`config.mk`:
```
export PLATFORM = sky130hd
export DESIGN_NAME = keyed_record_table_top_flat
export DESIGN_NICKNAME = d
export VERILOG_FILES = /design/src/hdl/krt_pkg.sv /design/src/hdl/krt_if.sv /design/src/hdl/krt_ctrl.sv /design/src/hdl/krt_dp.sv /design/src/hdl/keyed_record_table_top.sv /design/src/flat_wrapper.sv
export SDC_FILE = /design/constraint.sdc
export NUM_CORES = 1
export LEC_CHECK = 0
export BUFFER_PORTS_ARGS = -buffer_cell sky130_fd_sc_hd__buf_2
export CAP_MARGIN = 20
export CELL_PAD_IN_SITES_DETAIL_PLACEMENT = 1
export CELL_PAD_IN_SITES_GLOBAL_PLACEMENT = 1
export CORE_UTILIZATION = 45
export DETAILED_ROUTE_END_ITERATION = 10
export PLACE_DENSITY_LB_ADDON = 0.1
export SYNTH_ARGS = -nofsm -noshare
export SYNTH_HDL_FRONTEND = slang
export SYNTH_SLANG_ARGS = --single-unit
export TNS_END_PERCENT = 50
```
`constraint.sdc`:
```
create_clock -name clk -period 16.15 [get_ports clk]
set_input_delay 3.23 -clock clk [delete_from_list [all_inputs] [get_ports clk]]
set_output_delay 3.23 -clock clk [all_outputs]
set_load 0.05 [all_outputs]
```
`src/hdl/krt_pkg.sv`:
```
// Package for the keyed record table: field widths, function and status codes,
// and the command and status structs between controller and datapath.
// No dependencies.
package krt_pkg;

	localparam int FUNC_W   = 2;
	localparam int KEY_W    = 16;
	localparam int SAL_W    = 32;
	localparam int STAT_W   = 3;
	localparam int TOT_W    = 36;
	localparam int ENT_W    = 5;
	localparam int REC_W    = KEY_W + SAL_W;

	localparam int LIST_LIMIT = 16;
	localparam int LCNT_W     = $clog2(LIST_LIMIT);

	localparam logic [FUNC_W-1:0] FN_INSERT = 2'd0;
	localparam logic [FUNC_W-1:0] FN_REMOVE = 2'd1;
	localparam logic [FUNC_W-1:0] FN_FIND   = 2'd2;
	localparam logic [FUNC_W-1:0] FN_LIST   = 2'd3;

	localparam logic [STAT_W-1:0] ST_DONE     = 3'd0;
	localparam logic [STAT_W-1:0] ST_DUP      = 3'd1;
	localparam logic [STAT_W-1:0] ST_NOTFOUND = 3'd2;
	localparam logic [STAT_W-1:0] ST_FULL     = 3'd3;
	localparam logic [STAT_W-1:0] ST_EMPTY    = 3'd4;

	typedef struct packed {
		logic              load;       // capture request beat
		logic              idx_top;    // index to newest record
		logic              idx_inc;
		logic              idx_dec;
		logic              rd;         // read record at index
		logic              hit_cap;    // result regs from read data
		logic              res_clr;    // result regs to zero
		logic              wr_ins;     // write request record at occupancy
		logic              wr_shift;   // write read data one slot down
		logic              commit_ins;
		logic              commit_rem;
		logic              emit;       // load output register
		logic              emit_rd;    // emit read data rather than result regs
		logic              emit_last;
		logic [STAT_W-1:0] status;
	} krt_cmd_t;

	typedef struct packed {
		logic [FUNC_W-1:0] func;
		logic              occ_zero;
		logic              full;
		logic              rd_match;
		logic              idx_zero;
		logic              idx_top;
		logic              list_cap;
		logic              out_free;
	} krt_sts_t;

endpackage

```
`src/hdl/krt_if.sv`:
```
// Valid/ready channel interfaces for request and result beats.
// Depends on krt_pkg.
interface krt_req_if import krt_pkg::*; ();
	logic              valid;
	logic              ready;
	logic [FUNC_W-1:0] func;
	logic [KEY_W-1:0]  key;
	logic [SAL_W-1:0]  salary;

	modport source (output valid, func, key, salary, input ready);
	modport sink (input valid, func, key, salary, output ready);
endinterface

interface krt_res_if import krt_pkg::*; ();
	logic              valid;
	logic              ready;
	logic [STAT_W-1:0] status;
	logic [KEY_W-1:0]  found_key;
	logic [SAL_W-1:0]  found_salary;
	logic [TOT_W-1:0]  total_salary;
	logic [ENT_W-1:0]  entries;
	logic              last;

	modport source (output valid, status, found_key, found_salary, total_salary, entries,
		last, input ready);
	modport sink (input valid, status, found_key, found_salary, total_salary, entries,
		last, output ready);
endinterface

```
`src/hdl/krt_ctrl.sv`:
```
// Controller for the keyed record table: sequences search, gap closing and
// listing by commands to the datapath. Depends on krt_pkg.
module krt_ctrl import krt_pkg::*; (
	input  logic     clk,
	input  logic     arst_n,
	input  logic     req_valid,
	output logic     req_ready,
	input  krt_sts_t sts,
	output krt_cmd_t cmd
);

	typedef enum logic [3:0] {
		IDLE, START, SRCH_RD, SRCH_CMP, MISS, SHIFT_RD, SHIFT_WR, REM_COMMIT,
		LIST_RD, LIST_EMIT, EMIT
	} state_t;

	state_t            state_q, state_d;
	logic [STAT_W-1:0] status_q, status_d;
	logic              list_last;

	assign req_ready = (state_q == IDLE);
	assign list_last = sts.idx_zero || sts.list_cap;

	always_comb begin
		cmd      = '0;
		state_d  = state_q;
		status_d = status_q;
		unique case (state_q)
			IDLE: begin
				if (req_valid) begin
					cmd.load = 1'b1;
					state_d  = START;
				end
			end
			START: begin
				if (sts.func == FN_LIST) begin
					if (sts.occ_zero) begin
						cmd.res_clr = 1'b1;
						status_d    = ST_EMPTY;
						state_d     = EMIT;
					end else begin
						cmd.idx_top = 1'b1;
						state_d     = LIST_RD;
					end
				end else if (sts.occ_zero) begin
					state_d = MISS;
				end else begin
					cmd.idx_top = 1'b1;
					state_d     = SRCH_RD;
				end
			end
			SRCH_RD: begin
				cmd.rd  = 1'b1;
				state_d = SRCH_CMP;
			end
			SRCH_CMP: begin
				if (sts.rd_match) begin
					if (sts.func == FN_INSERT) begin
						cmd.res_clr = 1'b1;
						status_d    = ST_DUP;
						state_d     = EMIT;
					end else if (sts.func == FN_REMOVE) begin
						cmd.hit_cap = 1'b1;
						if (sts.idx_top) begin
							state_d = REM_COMMIT;
						end else begin
							cmd.idx_inc = 1'b1;
							state_d     = SHIFT_RD;
						end
					end else begin
						cmd.hit_cap = 1'b1;
						status_d    = ST_DONE;
						state_d     = EMIT;
					end
				end else if (sts.idx_zero) begin
					state_d = MISS;
				end else begin
					cmd.idx_dec = 1'b1;
					state_d     = SRCH_RD;
				end
			end
			MISS: begin
				cmd.res_clr = 1'b1;
				state_d     = EMIT;
				if (sts.func != FN_INSERT) begin
					status_d = ST_NOTFOUND;
				end else if (sts.full) begin
					status_d = ST_FULL;
				end else begin
					cmd.wr_ins     = 1'b1;
					cmd.commit_ins = 1'b1;
					status_d       = ST_DONE;
				end
			end
			SHIFT_RD: begin
				cmd.rd  = 1'b1;
				state_d = SHIFT_WR;
			end
			SHIFT_WR: begin
				cmd.wr_shift = 1'b1;
				if (sts.idx_top) begin
					state_d = REM_COMMIT;
				end else begin
					cmd.idx_inc = 1'b1;
					state_d     = SHIFT_RD;
				end
			end
			REM_COMMIT: begin
				cmd.commit_rem = 1'b1;
				status_d       = ST_DONE;
				state_d        = EMIT;
			end
			LIST_RD: begin
				cmd.rd  = 1'b1;
				state_d = LIST_EMIT;
			end
			LIST_EMIT: begin
				cmd.status = ST_DONE;
				if (sts.out_free) begin
					cmd.emit      = 1'b1;
					cmd.emit_rd   = 1'b1;
					cmd.emit_last = list_last;
					if (list_last) begin
						state_d = IDLE;
					end else begin
						cmd.idx_dec = 1'b1;
						state_d     = LIST_RD;
					end
				end
			end
			EMIT: begin
				cmd.status = status_q;
				if (sts.out_free) begin
					cmd.emit      = 1'b1;
					cmd.emit_last = 1'b1;
					state_d       = IDLE;
				end
			end
			default: state_d = IDLE;
		endcase
	end

	always_ff @(posedge clk or negedge arst_n) begin
		if (!arst_n) begin
			state_q  <= IDLE;
			status_q <= ST_DONE;
		end else begin
			state_q  <= state_d;
			status_q <= status_d;
		end
	end

endmodule

```
`src/hdl/krt_dp.sv`:
```
// Datapath for the keyed record table: record memory, index and count
// registers, running total and output register. Depends on krt_pkg.
module krt_dp import krt_pkg::*; #(
	parameter int DEPTH = 16
) (
	input  logic     clk,
	input  logic     arst_n,
	krt_req_if.sink  req,
	krt_res_if.source res,
	input  krt_cmd_t cmd,
	output krt_sts_t sts
);

	localparam int AW = (DEPTH > 1) ? $clog2(DEPTH) : 1;
	localparam int CW = $clog2(DEPTH + 1);

	logic [REC_W-1:0]  mem [DEPTH];
	logic [REC_W-1:0]  rd_q;
	logic [AW-1:0]     idx_q;
	logic [AW-1:0]     wr_addr;
	logic [CW-1:0]     occ_q;
	logic [TOT_W-1:0]  total_q;
	logic [LCNT_W-1:0] lcnt_q;
	logic [FUNC_W-1:0] func_q;
	logic [KEY_W-1:0]  key_q;
	logic [SAL_W-1:0]  sal_q;
	logic [KEY_W-1:0]  res_key_q;
	logic [SAL_W-1:0]  res_sal_q;
	logic              out_valid_q;
	logic [STAT_W-1:0] out_status_q;
	logic [KEY_W-1:0]  out_key_q;
	logic [SAL_W-1:0]  out_sal_q;
	logic [TOT_W-1:0]  out_total_q;
	logic [ENT_W-1:0]  out_ent_q;
	logic              out_last_q;
	logic [KEY_W-1:0]  rd_key;
	logic [SAL_W-1:0]  rd_sal;

	assign rd_key = rd_q[REC_W-1 -: KEY_W];
	assign rd_sal = rd_q[SAL_W-1:0];

	assign sts.func     = func_q;
	assign sts.occ_zero = (occ_q == '0);
	assign sts.full     = (occ_q == CW'(DEPTH));
	assign sts.rd_match = (rd_key == key_q);
	assign sts.idx_zero = (idx_q == '0);
	assign sts.idx_top  = ((CW'(idx_q) + CW'(1)) == occ_q);
	assign sts.list_cap = (lcnt_q == LCNT_W'(LIST_LIMIT - 1));
	assign sts.out_free = !out_valid_q || res.ready;

	assign wr_addr = cmd.wr_ins ? AW'(occ_q) : AW'(idx_q - AW'(1));

	always_ff @(posedge clk) begin
		if (cmd.wr_ins) begin
			mem[wr_addr] <= {key_q, sal_q};
		end else if (cmd.wr_shift) begin
			mem[wr_addr] <= rd_q;
		end
		if (cmd.rd) begin
			rd_q <= mem[idx_q];
		end
	end

	// request and working registers
	always_ff @(posedge clk) begin
		if (cmd.load) begin
			func_q <= req.func;
			key_q  <= req.key;
			sal_q  <= req.salary;
			lcnt_q <= '0;
		end else if (cmd.emit && cmd.emit_rd) begin
			lcnt_q <= lcnt_q + LCNT_W'(1);
		end
		if (cmd.idx_top) begin
			idx_q <= AW'(occ_q - CW'(1));
		end else if (cmd.idx_inc) begin
			idx_q <= idx_q + AW'(1);
		end else if (cmd.idx_dec) begin
			idx_q <= idx_q - AW'(1);
		end
		if (cmd.res_clr) begin
			res_key_q <= '0;
			res_sal_q <= '0;
		end else if (cmd.hit_cap) begin
			res_key_q <= rd_key;
			res_sal_q <= rd_sal;
		end
	end

	always_ff @(posedge clk or negedge arst_n) begin
		if (!arst_n) begin
			occ_q   <= '0;
			total_q <= '0;
		end else if (cmd.commit_ins) begin
			occ_q   <= occ_q + CW'(1);
			total_q <= total_q + TOT_W'(sal_q);
		end else if (cmd.commit_rem) begin
			occ_q   <= occ_q - CW'(1);
			total_q <= total_q - TOT_W'(res_sal_q);
		end
	end

	// output register
	always_ff @(posedge clk or negedge arst_n) begin
		if (!arst_n) begin
			out_valid_q <= 1'b0;
		end else if (cmd.emit) begin
			out_valid_q <= 1'b1;
		end else if (res.ready) begin
			out_valid_q <= 1'b0;
		end
	end

	always_ff @(posedge clk) begin
		if (cmd.emit) begin
			out_status_q <= cmd.status;
			out_key_q    <= cmd.emit_rd ? rd_key : res_key_q;
			out_sal_q    <= cmd.emit_rd ? rd_sal : res_sal_q;
			out_total_q  <= total_q;
			out_ent_q    <= ENT_W'(occ_q);
			out_last_q   <= cmd.emit_last;
		end
	end

	assign res.valid        = out_valid_q;
	assign res.status       = out_status_q;
	assign res.found_key    = out_key_q;
	assign res.found_salary = out_sal_q;
	assign res.total_salary = out_total_q;
	assign res.entries      = out_ent_q;
	assign res.last         = out_last_q;

`ifndef SYNTH
	a_occ_bound: assert property (@(posedge clk) disable iff (!arst_n)
		occ_q <= CW'(DEPTH))
		else $error("occupancy beyond depth");
	a_ins_room: assert property (@(posedge clk) disable iff (!arst_n)
		cmd.commit_ins |-> !sts.full)
		else $error("insert into full table");
	a_rem_some: assert property (@(posedge clk) disable iff (!arst_n)
		cmd.commit_rem |-> !sts.occ_zero)
		else $error("remove from empty table");
	a_emit_free: assert property (@(posedge clk) disable iff (!arst_n)
		cmd.emit |-> sts.out_free)
		else $error("result beat overwritten");
	a_one_write: assert property (@(posedge clk) disable iff (!arst_n)
		cmd.wr_ins |-> !cmd.wr_shift)
		else $error("two writes in one cycle");
`endif

endmodule

```
`src/hdl/keyed_record_table_top.sv`:
```
// Top level of the keyed record table: controller and datapath joined by
// command and status structs. Depends on krt_pkg, krt_if, krt_ctrl, krt_dp.
//
// Use: one request beat on req (func, key, salary) gives one result beat on
// res, or for a list one beat per stored record, newest first, at most 16,
// with last set on the final one. An empty list gives one beat, status empty.
// Every result carries the record count and salary total after the request.
// One request is worked at a time; req.ready is high only while idle.
// Sequence: a request searches the stored records from newest to oldest,
// reading and comparing each and stopping at a hit; an insert of a new key,
// or a remove or find of an absent key, examines all of them. A remove hit
// then shifts each newer record one slot down, read then write, and commits.
// A list reads and emits each record in turn. The memory is single-port.
// Results pass through an output register: a stalled receiver holds the
// current beat and pauses a list; a new request may be taken while a result
// waits. Reset clears count, total and output valid; the record memory needs
// no clearing pass, as only slots below the count are ever read.
module keyed_record_table_top import krt_pkg::*; #(
	parameter int DEPTH = 16
) (
	input  logic      clk,
	input  logic      arst_n,
	krt_req_if.sink   req,
	krt_res_if.source res
);

	krt_cmd_t cmd;
	krt_sts_t sts;

	krt_ctrl u_ctrl (
		.clk       (clk),
		.arst_n    (arst_n),
		.req_valid (req.valid),
		.req_ready (req.ready),
		.sts       (sts),
		.cmd       (cmd)
	);

	krt_dp #(
		.DEPTH (DEPTH)
	) u_dp (
		.clk    (clk),
		.arst_n (arst_n),
		.req    (req),
		.res    (res),
		.cmd    (cmd),
		.sts    (sts)
	);

endmodule
```
`src/flat_wrapper.sv`:
```
// flat-port wrapper written by rule: the top's interface ports become plain ports
module keyed_record_table_top_flat import krt_pkg::*;
#(
	parameter int DEPTH = 16
)
  (clk, arst_n, req_valid, req_func, req_key, req_salary, req_ready, res_valid, res_status, res_found_key, res_found_salary, res_total_salary, res_entries, res_last, res_ready);
  krt_req_if req_i ();
  krt_res_if res_i ();
  input  logic clk;
  input  logic arst_n;
  input wire logic [$bits(req_i.valid)-1:0] req_valid;
  input wire logic [$bits(req_i.func)-1:0] req_func;
  input wire logic [$bits(req_i.key)-1:0] req_key;
  input wire logic [$bits(req_i.salary)-1:0] req_salary;
  output wire logic [$bits(req_i.ready)-1:0] req_ready;
  output wire logic [$bits(res_i.valid)-1:0] res_valid;
  output wire logic [$bits(res_i.status)-1:0] res_status;
  output wire logic [$bits(res_i.found_key)-1:0] res_found_key;
  output wire logic [$bits(res_i.found_salary)-1:0] res_found_salary;
  output wire logic [$bits(res_i.total_salary)-1:0] res_total_salary;
  output wire logic [$bits(res_i.entries)-1:0] res_entries;
  output wire logic [$bits(res_i.last)-1:0] res_last;
  input wire logic [$bits(res_i.ready)-1:0] res_ready;
  assign req_i.valid = req_valid;
  assign req_i.func = req_func;
  assign req_i.key = req_key;
  assign req_i.salary = req_salary;
  assign req_ready = req_i.ready;
  assign res_valid = res_i.valid;
  assign res_status = res_i.status;
  assign res_found_key = res_i.found_key;
  assign res_found_salary = res_i.found_salary;
  assign res_total_salary = res_i.total_salary;
  assign res_entries = res_i.entries;
  assign res_last = res_i.last;
  assign res_i.ready = res_ready;
  keyed_record_table_top #(.DEPTH(DEPTH)) u_core (.clk(clk), .arst_n(arst_n), .req(req_i), .res(res_i));
endmodule
```
==> impl_metrics.tcl, run 1 <==
set metrics [dict create \
    status "finished, final reports clean" \
    finalNetCount 2809 \
    die_w_um 311.1 \
    power.leakage_nw 16.76 \
    worstSetupPathType "register to register" \
    finalCritPeriodShare 0.3357 \
    slew_headroom 0.2336 \
    finalMaxSlewViolations 0 \
    cp-start-kind "register" \
    grtUsageTotal 0.2325 \
    hold_path_end "u_core.u_dp.res_key_q[8]" \
    drtPass1Iterations 5 \
    final_antenna_net_count 0 \
    swShare 0.3065 \
    antenna_found_initial 4 \
    layout-drive-gt1-share 0.2262 \
    die_h_um 311.1 \
    cp_data_required_time_ns 16.75 \
    final_common_cell "edfxtp_1" \
    area_delta_synth_final_pct 14.00 \
    clock_path_buffers 3 \
    wire_per_inst_um 27.51 \
    synth_flop_cell "edfxtp_1" \
    rr_worst_depth 18 \
    clkTransAtPathRegs_ns 0.06 \
    cts_made_buffers 108 \
    tns_ns 0 \
    avgSynthCellArea_um2 16.95 \
    seqPwrFrac 0.443 \
    cts_tree "done" \
    rrSetupSlack_ns 10.73 \
    drtIter0Drc 2099 \
    setup_viol 0 \
    p_sw_mw 2.599 \
    layout_common_cells "963 x edfxtp_1, 454 x nand2_1, 240 x mux4_2" \
    clkSinkCount 1064 \
    rows 113 \
    r2r_start "u_core.u_dp.res_sal_q[8]" \
    synth_cell_types 67 \
    drc_errors 0 \
    grt_overflow 0 \
    path_cells "or4_4 -> or4_4 -> or2_2 -> or3_1 -> or2_2 -> or3_1 -> xnor2_1 -> a21oi_1 -> ha_1 -> a21oi_1 -> nor2_1 -> o31a_1 -> o21a_1 -> a311o_1 -> a21oi_1 -> nand3_1 -> o221ai_2 -> xor2_1" \
    grt_max_degree 70 \
    grt_pass1_wl_um 164400 \
    cp_max_fo 7 \
    place.gp.congestion 0.8626 \
    hold_ws_ns 0.4579 \
    syn_area_um2 43010 \
    hold_path_depth 2 \
    comb_power_share 0.250 \
    cp_common_cell "a21oi_1" \
    top_level_ports 149 \
    endpoint_kind "register" \
    cpPeakStageDelay_ns 0.58 \
    pre_cts_ws_ns 10.73 \
    yosysWarnings 0 \
    power_per_cell_area_nw_per_um2 172.9 \
    cts_setup_buffers 0 \
    grt_pass1_vias 24550 \
    finalWorstPathRequiredPeriod_ns 5.422 \
    dieArea_um2 96810 \
    portBuffers 148 \
    ir_drop_v 0.0001030 \
    core_area_um2 94870 \
    p_int_mw 5.881 \
    rr_endpoint "u_core.u_dp.total_q[35]" \
    rsz0062_at_grt "false" \
    place_hpwl_um 63670 \
    cts_root_buf "clkbuf_16" \
    vias 23440 \
    async_flop_share 0.04605 \
    viasPerCell 5.762 \
    worst_pin_slew_ns 1.150 \
    hold_violations 0 \
    setup_slack_ns 10.73 \
    fmax_mhz 184.4 \
    syn_nets 2638 \
    drt_wl_total_um 111900 \
    min_path_type "register to register" \
    drv_cap 0 \
    synth_seq_cells 1064 \
    hold_buffers 0 \
    clockPowerShare 0.307 \
    clk_latency_ns 0.69 \
    worstPathArrival_ns 6.02 \
    h-tree-depth 3 \
    ys_seq_area_frac 0.7251 \
    power_mw 8.479 \
    cp_slowest_cell "or4_4" \
    synth-edff-count 963 \
    final.setup_skew_ns 0.02087 \
    syn_inst 2538 \
    min_from "u_core.u_dp.res_key_q[8]" \
    ctsResizeCount 0 \
    start_util 0.4533 \
]
cells in the mapped netlist (all sizes together), types with 16 or more instances:
cell	number	area [um^2]
a21oi	140	700.7
buf	25	106.4
clkbuf	105	394.1
dfrtp	49	1226
dfxtp	52	1041
edfxtp	963	28920
ha	45	563.0
inv	20	75.07
mux4	240	5405
nand2	455	1708
nor2	116	435.4
nor2b	16	100.1
nor3	18	95.09
o21ai	36	180.2
xnor2	47	411.6
xor2	42	367.9
power groups by stage:
stage | combinational (mW) | clock [mW] | sequential [mW]
after floorplan | 1.45 | 0 | 3.78
after global placement | 2.10 | 0 | 3.79
after detailed placement | 2.15 | 0 | 3.80
after CTS | 2.16 | 2.66 | 3.74
after global routing | 2.29 | 2.74 | 3.77
final | 2.12 | 2.61 | 3.75
final cells by class:
cell class / count / area [um^2]
tap: 1265 / 1583
inverter: 20 / 75.07
antenna: 3 / 7.507
clock buffer: 140 / 2938
sequential: 1064 / 31180
timing repair buffer: 191 / 1064
clock inverter: 60 / 752.0
multi-input combinational: 1324 / 11430
fill: 8787 / 45840
layer usage:
layer | global-route usage | vias to the layer above | routed length, um | share of wire
met5 | 0 | - | 0 | 0
met1 | 0.3326 | 12510 | 49760 | 0.44
li1 | - | 10150 | - | -
met3 | 0.03766 | 133 | 6414 | 0.057
met2 | 0.3729 | 641 | 53500 | 0.48
met4 | 0.06068 | 0 | 2200 | 0.020
critical path: cells and delay by family, from the launching register on:
| family | cells | cell delay [ns] |
|---|---|---|
| and+or+nand+nor | 8 | 2.73 |
| xor gates and xnor gates | 2 | 0.34 |
| AOI/OAI and AO/OA | 7 | 1.48 |
| DFF | 1 | 0.39 |
| adders and majority gates | 1 | 0.42 |
kinds of logic after synthesis:
group                    count (synthesis)  synth area share
XOR/XNOR                                89           0.01812
AO/OA/AOI/OAI                          260           0.03640
flip-flops                            1064            0.7251
adder cells (fa/ha/maj)                 46           0.01356
AND/OR/NAND/NOR                        681           0.06584
buffers and inverters                  150           0.01338
multiplexers                           248            0.1276
through the flow:
step | instance area [um^2] | util | std cells
3_3_place_gp | 45330 | 0.4778 | 3864
4_1_cts | 49020 | 0.5167 | 4064
3_5_place_dp | 45330 | 0.4778 | 3864
2_1_floorplan | 43010 | - | 2538
6_report | 49030 | 0.5168 | 4067
5_1_grt | 49030 | 0.5168 | 4067
flip-flops by register name, indices dropped and copies added (netlist names), 5 cells and up:
signal	count
u_core.u_dp.res.found_key	16
u_core.u_dp.mem	768
u_core.u_dp.res.found_salary	32
u_core.u_dp.occ_q	5
u_core.u_dp.sal_q	32
u_core.u_dp.total_q	36
u_core.u_dp.rd_q	48
u_core.u_dp.res.total_salary	36
u_core.u_dp.res.entries	5
u_core.u_dp.res_sal_q	32
u_core.u_dp.res_key_q	16
u_core.u_dp.key_q	16
worst max path at each step:
stage | startpoint | end | slack (ns) | cells after the start
5_1_grt | u_core.u_dp.res_sal_q[8] | u_core.u_dp.total_q[35] | 10.41 | 18
3_3_place_gp | u_core.u_dp.res_sal_q[8] | u_core.u_dp.total_q[35] | 10.87 | 18
6_report | u_core.u_dp.res_sal_q[8] | u_core.u_dp.total_q[35] | 10.73 | 18
2_1_floorplan | res_ready | u_core.u_dp.res.entries[0] | 8.42 | 2
4_1_cts | u_core.u_dp.res_sal_q[8] | u_core.u_dp.total_q[35] | 10.69 | 18
3_5_place_dp | u_core.u_dp.res_sal_q[8] | u_core.u_dp.total_q[35] | 10.73 | 18
(Power assumes the default switching activity.)
==> inputs of run 2 (changes only) <==
==> constraint.sdc (replaced) <==
create_clock -name clk -period 4.8 [get_ports clk]
set_input_delay 0.96 -clock clk [delete_from_list [all_inputs] [get_ports clk]]
set_output_delay 0.96 -clock clk [all_outputs]
set_load 0.05 [all_outputs]
==> run 2 against run 1 <==
  * Final cell count rose by 1.3%
  * Highest routed layer unchanged
  * First-iteration DRC count shrank 1.1%
  * Utilization is 0.39 points higher
  * Global-route usage up 0.37 points
  * Sequential cell count unchanged
==> impl_metrics.tcl, run 2 (synthesized netlist as in run 1, its figures left out) <==
set metrics [dict create \
    cpPeakStageDelay_ns 0.53 \
    portBuffers 148 \
    cp_common_cell "a21oi_2" \
    antenna_found_initial 2 \
    numPlacedInstances 3918 \
    grt_overflow 0 \
    power.leakage_nw 16.94 \
    core_area_um2 94870 \
    drv_cap 0 \
    worstPathArrival_ns 5.32 \
    reg_top3 "u_core.u_dp.mem (768), u_core.u_dp.rd_q (48)" \
    setup_viol 0 \
    clock_path_buffers 3 \
    hold_buffers 0 \
    finalWorstPathRequiredPeriod_ns 4.723 \
    place.gp.congestion 0.8300 \
    clkTransAtPathRegs_ns 0.06 \
    rr_endpoint "u_core.u_dp.total_q[35]" \
    finalMaxSlewViolations 0 \
    top_level_ports 149 \
    cp_max_fo 3 \
    cts_root_buf "clkbuf_16" \
    cp-start-kind "register" \
    finalCritPeriodShare 0.9840 \
    slew_headroom 0.2506 \
    power_per_cell_area_nw_per_um2 561.8 \
    fmax_mhz 211.7 \
    cp_slowest_cell "or4_4" \
    fill_cells 8786 \
    final_area_um2 49400 \
    layout_common_cells "963 x edfxtp_1, 454 x nand2_1, 240 x mux4_2" \
    hold_violations 0 \
    die_h_um 311.1 \
    final_antenna_net_count 0 \
    rows 113 \
    r2r_start "u_core.u_dp.res_sal_q[8]" \
    drtPass1Iterations 7 \
    cpLargestDelayFamily "simple AND/OR/NAND/NOR gates" \
    place_hpwl_um 67010 \
    path_buf_inv 0 \
    worst_pin_slew_ns 1.119 \
    diodes 0 \
    die_w_um 311.1 \
    drt_wl_total_um 113200 \
    power_mw 27.75 \
    worstSetupPathType "register to register" \
    endpoint_kind "register" \
    viasPerCell 5.766 \
    post_dp_cell_area_um2 45980 \
    start_util 0.4533 \
    stdcell_count 4118 \
    dieArea_um2 96810 \
    path_cells "or4_4 -> or4_4 -> or2_4 -> or3_4 -> or2_4 -> or3_4 -> xnor2_2 -> a21oi_2 -> ha_4 -> a21oi_2 -> nor2_1 -> o31a_1 -> o21a_1 -> a311o_1 -> a21oi_2 -> nand3_1 -> o221ai_2 -> xor2_1" \
    cts_made_buffers 108 \
    cp_data_required_time_ns 5.40 \
    grt_pass1_vias 25040 \
    clk_latency_ns 0.68 \
    grt_max_degree 98 \
    drc_errors 0 \
    top_register "u_core.u_dp.mem" \
    final_common_cell "edfxtp_1" \
    h-tree-depth 3 \
    wire_per_inst_um 27.49 \
    rsz0062_at_grt "true" \
    min_path_type "primary input to async pin" \
    drtIter0Drc 2076 \
    fin_util 0.5207 \
    ir_drop_v 0.0004776 \
    hold_ws_ns 0.4138 \
    grtUsageTotal 0.2362 \
    clkSinkCount 1064 \
    cts_tree "done" \
    status "finished, final reports clean" \
    rrSetupSlack_ns 0.08 \
    grt_pass1_wl_um 167400 \
    rr_worst_depth 18 \
    largest_reg_flops 768 \
    finalNetCount 2864 \
    vias 23740 \
    layout-drive-gt1-share 0.2411 \
    final.setup_skew_ns 0.02999 \
    area_delta_synth_final_pct 14.86 \
]
-- run 2: changes by cell type in the layout (fill, tap and decap cells not counted), moves of 3 or more --
| cell | before | now |
|---|---|---|
| buf_4 | 43 | 77 |
| buf_12 | 0 | 20 |
| clkinv_1 | 17 | 35 |
| bufinv_16 | 17 | 5 |
| a21oi_1 | 140 | 134 |
| a21oi_2 | 0 | 5 |
| clkbuf_16 | 112 | 109 |
| clkbuf_8 | 3 | 0 |
| diode_2 | 3 | 0 |
| nand3_1 | 14 | 11 |
| nand3_2 | 1 | 4 |
-- run 2: worst max path at each step --
stage | start | to | cells after the start
after floorplan | u_core.u_dp.res_sal_q[8] | u_core.u_dp.total_q[35] | 21
after detailed placement | u_core.u_dp.res_sal_q[8] | u_core.u_dp.total_q[35] | 18
after global routing | u_core.u_dp.res_sal_q[8] | u_core.u_dp.total_q[35] | 19
final | u_core.u_dp.res_sal_q[8] | u_core.u_dp.total_q[35] | 18
after CTS | u_core.u_dp.res_sal_q[8] | u_core.u_dp.total_q[35] | 18
after global placement | u_core.u_dp.res_sal_q[8] | u_core.u_dp.total_q[35] | 18
-- run 2: report_power, final --
group	leakage [nW]	switching [mW]	internal, mW
sequential	9.78	0.809	11.7
combinational	5.56	4.36	2.97
clock	1.60	3.50	4.41
-- run 2: stage by stage --
stage | worst slack, ns | TNS (ns)
final | 0.07683 | 0
after global routing | -0.1663 | -0.4995
after CTS | 0.001211 | 0
after detailed placement | -0.1283 | -0.1790
after global placement | -0.1049 | -0.1637
after floorplan | -0.2234 | -0.4399
-- run 2: worst reg2reg max path, cell delays in order (launching register included) --
cell,delay [ns]
dfxtp_2,0.32
or4_4,0.53
or4_4,0.43
or2_4,0.24
or3_4,0.36
or2_4,0.24
or3_4,0.40
xnor2_2,0.15
a21oi_2,0.19
ha_4,0.23
a21oi_2,0.12
nor2_1,0.05
o31a_1,0.25
o21a_1,0.18
a311o_1,0.37
a21oi_2,0.22
nand3_1,0.11
o221ai_2,0.08
xor2_1,0.16
-- run 2: final cells by class --
| type | instances | area (um^2) | share of cell area |
|---|---|---|---|
| clock inverter | 66 | 456.7 | 0.009245 |
| sequential | 1064 | 31190 | 0.6313 |
| clock buffer | 133 | 2818 | 0.05704 |
| tap | 1265 | 1583 | 0.03204 |
| inverter | 20 | 75.07 | 0.001520 |
| multi-input combinational | 1324 | 11550 | 0.2338 |
| timing repair buffer | 246 | 1730 | 0.03503 |
-- run 2: timing repair --
item,in CTS,in global routing
hold endpoints to repair,0,0
resized for setup,4,22
setup buffers,0,1
setup endpoints to repair,3,9
cloned,0,0
pin swaps,4,11
-- run 2: metal layers --
layer / GRT usage / vias to the layer above / part of all wire
li1: - / 10250 / -
met1: 0.3414 / 12680 / 0.44
met2: 0.3829 / 688 / 0.48
met3: 0.03286 / 131 / 0.060
met4: 0.05352 / 0 / 0.018
met5: 0 / - / 0
